<file path="config.mk">
export PLATFORM = sky130hd
export DESIGN_NAME = slri_ctrl
export DESIGN_NICKNAME = d
export VERILOG_FILES = /design/src/sv/slri_pkg.sv /design/src/sv/slri_ctrl.sv
export SDC_FILE = /design/constraint.sdc
export NUM_CORES = 1
export LEC_CHECK = 0
export ABC_AREA = 1
export CAP_MARGIN = 20
export CORE_MARGIN = 2
export CORE_UTILIZATION = 35
export DETAILED_ROUTE_END_ITERATION = 10
export DONT_BUFFER_PORTS = 1
export PLACE_DENSITY = 0.61
export SETUP_SLACK_MARGIN = 0.1
export SLEW_MARGIN = 30
export SYNTH_ARGS = -nofsm -noshare
export SYNTH_HDL_FRONTEND = slang
export SYNTH_SLANG_ARGS = --single-unit
</file>
<file path="constraint.sdc">
create_clock -name clk_i -period 1.3 [get_ports clk_i]
set_input_delay 0.26 -clock clk_i [delete_from_list [all_inputs] [get_ports clk_i]]
set_output_delay 0.26 -clock clk_i [all_outputs]
set_load 0.1 [all_outputs]
</file>
<file path="src/sv/slri_pkg.sv">
// Shared types, constants and helper functions for the scaled logistic regression block.
package slri_pkg;

  // Defaults for the top-level parameters
  localparam int unsigned MaxFeaturesDefault    = 64;
  localparam int unsigned SigmoidEntriesDefault = 1024;

  // Configuration port
  localparam int unsigned CfgIdxWidth  = 3;
  localparam int unsigned CfgDataWidth = 32;

  localparam logic [CfgIdxWidth-1:0] CfgNumFeatures   = 3'd0;
  localparam logic [CfgIdxWidth-1:0] CfgBiasWeight    = 3'd1;
  localparam logic [CfgIdxWidth-1:0] CfgClassThresh   = 3'd2;
  localparam logic [CfgIdxWidth-1:0] CfgLikelyThresh  = 3'd3;
  localparam logic [CfgIdxWidth-1:0] CfgUnsureThresh  = 3'd4;

  localparam logic [6:0]         NumFeaturesReset  = 7'd32;
  localparam logic signed [31:0] BiasWeightReset   = 32'sd0;
  localparam logic [15:0]        ClassThreshReset  = 16'd32768;
  localparam logic [15:0]        LikelyThreshReset = 16'd45875;
  localparam logic [15:0]        UnsureThreshReset = 16'd29491;

  // Request and verdict codes
  localparam logic       ReqLoad = 1'b0;
  localparam logic       ReqFeat = 1'b1;
  localparam logic [1:0] VerdictNeg    = 2'd0;
  localparam logic [1:0] VerdictUnsure = 2'd1;
  localparam logic [1:0] VerdictPos    = 2'd2;

  typedef struct packed {
    logic               req_type;
    logic [5:0]         coef_index;
    logic signed [31:0] coef_mean;
    logic [31:0]        coef_inv_std;
    logic signed [31:0] coef_weight;
    logic signed [31:0] feature_value;
    logic               last_feature;
  } slri_in_t;

  typedef struct packed {
    logic [15:0] probability;
    logic        predicted_class;
    logic [1:0]  verdict;
    logic        count_error;
  } slri_out_t;

  // Controller to datapath
  typedef struct packed {
    logic load;
    logic take;
    logic mul1;
    logic mul2;
    logic acc;
    logic bias;
    logic lut;
    logic emit;
  } slri_cmd_t;

  // Datapath to controller
  typedef struct packed {
    logic last;
    logic out_free;
  } slri_sts_t;

  function automatic logic signed [63:0] sat_add64(logic signed [63:0] a,
                                                   logic signed [63:0] b);
    logic signed [63:0] sum;
    sum = a + b;
    if ((a[63] == b[63]) && (sum[63] != a[63])) begin
      sum = a[63] ? {1'b1, 63'd0} : {1'b0, {63{1'b1}}};
    end
    return sum;
  endfunction

  // Shift-subtract division, used only while building constant tables
  function automatic logic [63:0] udiv64(logic [63:0] num, logic [63:0] den);
    logic [63:0] q;
    logic [63:0] r;
    q = '0;
    r = '0;
    for (int b = 63; b >= 0; b--) begin
      r = {r[62:0], num[b]};
      if (r >= den) begin
        r    = r - den;
        q[b] = 1'b1;
      end
    end
    return q;
  endfunction

  // (a*b)>>32 for unsigned Q32 operands
  function automatic logic [63:0] mul_q32(logic [63:0] a, logic [63:0] b);
    logic [63:0] ah;
    logic [63:0] al;
    logic [63:0] bh;
    logic [63:0] bl;
    ah = a >> 32;
    al = {32'd0, a[31:0]};
    bh = b >> 32;
    bl = {32'd0, b[31:0]};
    return ((ah * bh) << 32) + ah * bl + al * bh + ((al * bl) >> 32);
  endfunction

  // Sigmoid at the midpoint of interval i out of n over [-8, 8), Q0.16
  function automatic logic [15:0] sig_entry(int unsigned i, int unsigned n);
    logic [63:0] n64;
    logic [63:0] odd;
    logic        pos;
    logic [63:0] mag;
    logic [63:0] x;
    logic [63:0] f;
    logic [63:0] sum;
    logic [63:0] term;
    logic [63:0] e;
    logic [63:0] d;
    logic [63:0] p;
    n64  = 64'(n);
    odd  = 64'(2 * i + 1);
    pos  = (odd >= n64);
    mag  = pos ? odd - n64 : n64 - odd;
    x    = udiv64(mag << 35, n64);
    f    = x >> 3;
    sum  = 64'd1 << 32;
    term = 64'd1 << 32;
    for (int k = 1; k <= 16; k++) begin
      term = udiv64((term * f) >> 32, 64'(k));
      sum  = sum + term;
    end
    e = mul_q32(sum, sum);
    e = mul_q32(e, e);
    e = mul_q32(e, e);
    d = e + (64'd1 << 32);
    if (pos) begin
      p = udiv64((e << 16) + (d >> 1), d);
    end else begin
      p = udiv64((64'd1 << 48) + (d >> 1), d);
    end
    if (p > 64'd65535) begin
      p = 64'd65535;
    end
    return p[15:0];
  endfunction

endpackage

</file>
<file path="src/sv/slri_ctrl.sv">
// Controller state machine: sequences loads, feature steps and result output.
module slri_ctrl (
  input  logic                clk_i,
  input  logic                rst_ni,
  input  logic                in_valid_i,
  input  logic                req_type_i,
  input  slri_pkg::slri_sts_t sts_i,
  output logic                in_ready_o,
  output slri_pkg::slri_cmd_t cmd_o
);

  typedef enum logic [6:0] {
    StIdle  = 7'b0000001,
    StFetch = 7'b0000010,
    StMul   = 7'b0000100,
    StAcc   = 7'b0001000,
    StBias  = 7'b0010000,
    StLut   = 7'b0100000,
    StOut   = 7'b1000000
  } slri_state_e;

  slri_state_e state_q, state_d;

  always_comb begin
    state_d    = state_q;
    cmd_o      = '0;
    in_ready_o = 1'b0;
    unique case (state_q)
      StIdle: begin
        in_ready_o = 1'b1;
        if (in_valid_i) begin
          if (req_type_i == slri_pkg::ReqFeat) begin
            cmd_o.take = 1'b1;
            state_d    = StFetch;
          end else begin
            cmd_o.load = 1'b1;
          end
        end
      end
      StFetch: begin
        cmd_o.mul1 = 1'b1;
        state_d    = StMul;
      end
      StMul: begin
        cmd_o.mul2 = 1'b1;
        state_d    = StAcc;
      end
      StAcc: begin
        cmd_o.acc = 1'b1;
        state_d   = sts_i.last ? StBias : StIdle;
      end
      StBias: begin
        cmd_o.bias = 1'b1;
        state_d    = StLut;
      end
      StLut: begin
        cmd_o.lut = 1'b1;
        state_d   = StOut;
      end
      StOut: begin
        // hold until the output register is free
        if (sts_i.out_free) begin
          cmd_o.emit = 1'b1;
          state_d    = StIdle;
        end
      end
      default: begin
        state_d = StIdle;
      end
    endcase
  end

  always_ff @(posedge clk_i or negedge rst_ni) begin
    if (!rst_ni) begin
      state_q <= StIdle;
    end else begin
      state_q <= state_d;
    end
  end

endmodule

</file>
==> results of run 1 <==
## cells in the mapped netlist (all sizes together)
master / instances
nor2: 26
nand2: 11
dfstp: 1
nand3: 8
nor4: 1
inv: 13
dfrtp: 6
o21ai: 1
a21oi: 1
## power breakdown
| part | internal (uW) | total [uW] | switching [uW] |
|---|---|---|---|
| Combinational | 480 | 1150 | 665 |
| Sequential | 255 | 283 | 27.5 |
| Clock | 118 | 210 | 91.6 |
## worst max path at each step
stage	startpoint	endpoint	slack (ps)	cells after the start
detailed placement	state_q[0]$_DFFE_PN1P_	cmd_o[6]	-220	7
global placement	state_q[0]$_DFFE_PN1P_	cmd_o[6]	-200	7
finish	state_q[0]$_DFFE_PN1P_	cmd_o[0]	-490	5
floorplan	state_q[0]$_DFFE_PN1P_	cmd_o[6]	-910	6
global route	state_q[0]$_DFFE_PN1P_	cmd_o[6]	-550	7
CTS	state_q[0]$_DFFE_PN1P_	cmd_o[7]	-440	7
## per-stage QoR
step	TNS (ps)	std cells
global route	-4845	117
detailed placement	-1133	105
floorplan	-4016	68
finish	-4268	117
global placement	-956.6	105
CTS	-3561	116
## cell type report
type | count | share of cell area (%)
clock buffer | 4 | 2.675
timing repair buffer | 30 | 36.94
inverter | 13 | 4.968
sequential | 7 | 17.96
tap | 15 | 1.911
multi-input combinational | 48 | 35.54
## per-layer routing
metal | GRT usage [%] | up-vias
met5 | 0 | -
met4 | 10.00 | 0
met3 | 6.111 | 4
met2 | 43.65 | 12
met1 | 25.09 | 270
li1 | - | 276
## repair_timing
| action | 4_1_cts | 5_1_grt |
|---|---|---|
| hold buffers | 1 | 0 |
| hold endpoints to repair | 7 | 0 |
| resized for setup | 8 | 10 |
| pin swaps | 8 | 4 |
| gates cloned | 0 | 0 |
| buffers inserted | 6 | 1 |
| setup endpoints to repair | 12 | 13 |
## cell families (layout without fill, tap and decap cells)
| family | after synthesis | after routing | share of synthesized area, % |
|---|---|---|---|
| compound gates | 2 | 2 | 2.980 |
| simple gates | 46 | 46 | 48.24 |
| buf+inv | 13 | 47 | 10.57 |
| flops | 7 | 7 | 38.21 |
==> metrics.md, run 1 <==
| Metric | Value |
|---|---|
| Type of the most critical hold path | `input pin to flip-flop` |
| WL met3 | `55 um` |
| Clock Latency Late Sink | `260 ps` |
| Met2 Wirelength | `958 um` |
| Crit Path Class | `flip-flop to output port` |
| Slowest cell on crit path | `dfstp_2` |
| Setup violators final | `11` |
| Syn nets | `74` |
| Area occupied by multi-input gates | `349.1 um^2` |
| Core Region | `0.001269 mm^2` |
| WL/cell | `14.30 um` |
| FF-to-FF End | `state_q[0]$_DFFE_PN1P_` |
| DRT antenna net count | `0` |
| CP cell instances | `buf_4 > nor2_4 > nand2_4 > nor4_4 > buf_12` |
| M1 WL | `635 um` |
| Hold Path End | `state_q[4]$_DFFE_PN0P_` |
| Final RePlAce weighted congestion | `0.7967` |
| Sequential fraction of the synthesis area | `38.21%` |
| Clk_skew | `2.755 ps` |
| Tcrit/Tclk final | `137.5%` |
| Fmax | `559.5 MHz` |
| Final hold slack | `124.3 ps` |
| Slowest stage delay, CP | `380 ps` |
| Clock Sinks | `7` |
| Pin count of the biggest net entering global routing | `8` |
| Register with the most flip-flops | `state_q` |
| Largest delay share family, worst path | `simple AND/OR/NAND/NOR gates` |
| Crit Path Max Fanout | `4` |
| Synth unique cells | `14` |
| R2R cell count | `11` |
| Hpwl dp | `981.4 um` |
| Die Ht | `40.32 um` |
| Die area | `0.001626 mm^2` |
| Top routing layer in use | `met4` |
| Slew at the pin with the worst max-slew slack | `382.0 ps` |
| Leak | `0.0004669 uW` |
| First-pass GRT wire length | `2359 um` |
| Maximum clock insertion buffer count | `2` |
| Flops & latches, synth | `7` |
| Clk slew on worst S/H paths | `60 ps` |
| Mapped Area | `461.7 um^2` |
| Cell area after layout | `982.2 um^2` |
| Biggest regs | `state_q x7` |
| Std-Cell Rows | `13` |
| Crit path DAT | `1530 ps` |
| Via density | `4.803` |
| Synth-to-Final Area Change | `112.7%` |
| Hold Path Origin | `sts_i[1]` |
| Tot Pwr | `1638 uW` |
| Number of global-route vias before repair | `536` |
| RSZ-0062 raised after global routing | `true` |
| Critical path capture point type | `output port` |
| Worst slew margin | `74.45%` |
| Htree depth | `1` |
| Final #Nets | `109` |
| Crit path required time | `1040 ps` |
| Syn avg cell area | `6.790 um^2` |
| Ranking of synthesized cells by area | `dfrtp_1, nor2_1, nand2_1, nand3_1, inv_1` |
| Vias | `562` |
| Clock root buffer | `clkbuf_4` |
| Fraction of layout cells with a size suffix above 1 | `61.76%` |
| Most frequent cells in the layout | `buf_4, nor2_1, nor2_4, buf_12` |
| GRT Util Overall | `23.76%` |
| Buf/Inv on CP | `2` |
| Ant. Diodes | `0` |
| Startpoint types | `flip-flop` |
| PD cells | `1667 mW/mm^2` |
| Setup ws final | `-487.3 ps` |
| WHS Path Cells | `2` |
| Area leader, netlist | `dfrtp_1` |
| DIE WIDTH | `40.32 um` |
| CTS buffer count | `3` |
| Initial Util | `36.39%` |
| Initial antenna violation count | `0` |
| Min Tclk post-route | `1787 ps` |
| Yosys warnings | `0` |
| DRT Wirelength | `1673 um` |
| Top Ports | `15` |
| Fillers | `67` |
| Max reg flops | `7` |
| Final core area utilization | `77.42%` |
| Max_cap viols | `0` |
| Peak VDD IR | `1.438 mV` |
| First-pass iteration count of the detailed router | `2` |
| Register Area | `176.4 um^2` |
| Final Max Tran Viols | `0` |
| Drt initial violations | `6` |
| Worst R2R Setup Slack | `-280 ps` |
| Number of remaining DRC errors | `0` |
| Dpl ws | `-215.9 ps` |
| CTS tree | `done` |
| Final Hold Vio Count | `0` |
| Worst r2r src | `state_q[0]$_DFFE_PN1P_` |
| Status | `complete, but fails checks` |
| Commonest non-fill, non-tap cell in the layout | `buf_4` |
| Failing checks | `negative setup slack` |
| PortBufs | `0` |
| Total congestion overflow | `0` |
| Area share of the largest cell type after synthesis | `32.52%` |
| Mapped Cells | `68` |
| Placed Instance Area | `833.3 um^2` |
Note: power is estimated with default switching activity, not from simulation.
==> run 2: changes to the inputs <==
Settings changed: CTS_BUF_LIST set to sky130_fd_sc_hd__clkbuf_8, GPL_TIMING_DRIVEN set to 1.
==> run 2 against run 1 <==
  * The run still ends with negative setup slack left
  * First-iteration DRC count rose to 2.7 times the previous value
  * Sequential power hardly changed
  * Clock skew about the same
  * Sequential cell count unchanged
  * Global-route usage up 1.8 points
  * Critical path depth grew 2
==> metrics.md, run 2 (synthesized netlist as in run 1, its figures left out) <==
| Metric | Value |
|---|---|
| Crit Path Class | `flip-flop to output port` |
| Setup ws final | `-409.0 ps` |
| Drt initial violations | `16` |
| Initial Util | `36.39%` |
| DRT antenna net count | `0` |
| Final Hold Vio Count | `0` |
| CTS tree | `done` |
| Comb power frac | `66.4%` |
| Cell area after layout | `999.7 um^2` |
| Min Tclk post-route | `1709 ps` |
| Final RePlAce weighted congestion | `0.7967` |
| Tot Pwr | `1767 uW` |
| CP cell instances | `inv_2 > nor2_4 > nand2_2 > nor2_4 > nand2_4 > nor2_4 > buf_12` |
| Leak | `0.0004925 uW` |
| Setup violators final | `11` |
| PD cells | `1768 mW/mm^2` |
| Type of the most critical hold path | `input pin to flip-flop` |
| Pin count of the biggest net entering global routing | `8` |
| Placed Instance Area | `833.3 um^2` |
| Std-Cell Rows | `13` |
| Startpoint types | `flip-flop` |
| Fraction of layout cells with a size suffix above 1 | `61.17%` |
| Final core area utilization | `78.80%` |
| Synth-to-Final Area Change | `116.5%` |
| Final Max Tran Viols | `0` |
| Dpl ws | `-215.9 ps` |
| Critical path capture point type | `output port` |
| Total congestion overflow | `0` |
| Slowest cell on crit path | `dfstp_2` |
| Commonest non-fill, non-tap cell in the layout | `buf_4` |
| Register with the most flip-flops | `state_q` |
| Failing checks | `negative setup slack` |
| Critical path's most frequent cell | `nor2_4` |
| WL/cell | `13.56 um` |
| Hpwl dp | `981.4 um` |
| RSZ-0062 raised after global routing | `true` |
| Clock Sinks | `7` |
| Number of global-route vias before repair | `523` |
| Top Ports | `15` |
| Final #Nets | `110` |
| Fillers | `74` |
| Slew at the pin with the worst max-slew slack | `369.4 ps` |
| Die area | `0.001626 mm^2` |
| Via density | `4.788` |
| Biggest regs | `state_q x7` |
| First-pass iteration count of the detailed router | `4` |
| PortBufs | `0` |
| Maximum clock insertion buffer count | `2` |
| Seq pwr share | `15.9%` |
| Int Power | `960.7 uW` |
| Tcrit/Tclk final | `131.5%` |
| Sw frac | `45.64%` |
| DIE WIDTH | `40.32 um` |
| Setup crit start | `state_q[0]$_DFFE_PN1P_` |
| Hold Path Origin | `sts_i[1]` |
| Htree depth | `1` |
| Clk slew on worst S/H paths | `40 ps` |
| Net switching power | `806.5 uW` |
| Fmax | `585.2 MHz` |
| Crit path required time | `1040 ps` |
| GRT Util Overall | `25.52%` |
| First-pass GRT wire length | `2415 um` |
| Peak VDD IR | `1.947 mV` |
| Most frequent cells in the layout | `buf_4, nor2_1, nor2_4, buf_12, inv_1` |
| Status | `complete, but fails checks` |
| Number of remaining DRC errors | `0` |
| Clock power frac | `17.7%` |
| Crit path DAT | `1450 ps` |
| Core Region | `0.001269 mm^2` |
| Clk_skew | `2.974 ps` |
| Vias | `565` |
| Slowest stage delay, CP | `530 ps` |
| Ant. Diodes | `0` |
| Max reg flops | `7` |
| Initial antenna violation count | `0` |
| Clock Latency Late Sink | `230 ps` |
| Crit Path Max Fanout | `3` |
| Max_cap viols | `0` |
| CTS buffer count | `3` |
| Worst r2r src | `state_q[0]$_DFFE_PN1P_` |
| Die Ht | `40.32 um` |
| DRT Wirelength | `1600 um` |
| Clock root buffer | `clkbuf_8` |
| Worst slew margin | `75.29%` |
-- run 2: layout make-up --
| type | count | area [um^2] | share of cell area (%) |
|---|---|---|---|
| Timing Repair Buffer | 31 | 359.1 | 35.92 |
| Multi-Input combinational cell | 48 | 351.6 | 35.17 |
| Sequential cell | 7 | 176.4 | 17.65 |
| Inverter | 13 | 48.80 | 4.881 |
| Clock buffer | 3 | 41.29 | 4.130 |
| Tap cell | 15 | 18.77 | 1.877 |
| Clock inverter | 1 | 3.754 | 0.3755 |
-- run 2: worst max-delay path: cells and delay by family (launching register included) --
kind                   cells  cell delay [ps]
flip-flops                 1              530
AND/OR/NAND/NOR            5              450
buffers and inverters      2              230
-- run 2: power groups by stage --
stage | combinational [uW] | clock (uW) | sequential, uW
final | 1170 | 313 | 281
after global placement | 865 | 0 | 280
after floorplan | 600 | 0 | 291
after CTS | 1110 | 313 | 283
after detailed placement | 876 | 0 | 283
after global routing | 1230 | 328 | 285
-- run 2: what timing repair did --
action                                 4_1_cts  5_1_grt
pin swaps                                    9        3
gates resized for setup                     11        4
hold buffers                                 1        0
setup endpoints to repair                   13       14
setup buffers                                7        1
endpoints found under the hold margin        7        0
-- run 2: metal layers --
| layer | global-route usage, % | up-vias | wire length (um) |
|---|---|---|---|
| li1 | - | 277 | - |
| met1 | 29.31 | 261 | 625 |
| met2 | 40.48 | 23 | 846 |
| met3 | 8.889 | 4 | 94 |
| met4 | 15.00 | 0 | 33 |
| met5 | 0 | - | 0 |
-- run 2: through the flow --
stage | hold WS, ps | TNS, ps | std cells
floorplan | -35.59 | -4016 | 68
global placement | -35.46 | -956.6 | 105
detailed placement | -35.48 | -1133 | 105
CTS | 127.8 | -3507 | 117
global route | 136.5 | -4234 | 118
finish | 130.3 | -3665 | 118
-- run 2: final timing paths --
check | slack (ps) | cells past startpoint | endpoint
setup / recovery | -410 | 7 | cmd_o[7]
min in group asynchronous | 380 | 1 | state_q[1]$_DFFE_PN0P_
max in group asynchronous | 620 | 1 | state_q[0]$_DFFE_PN1P_
hold reg to reg | 620 | 2 | state_q[5]$_DFFE_PN0P_
hold / removal | 130 | 2 | state_q[4]$_DFFE_PN0P_
setup reg to reg | -230 | 11 | state_q[0]$_DFFE_PN1P_
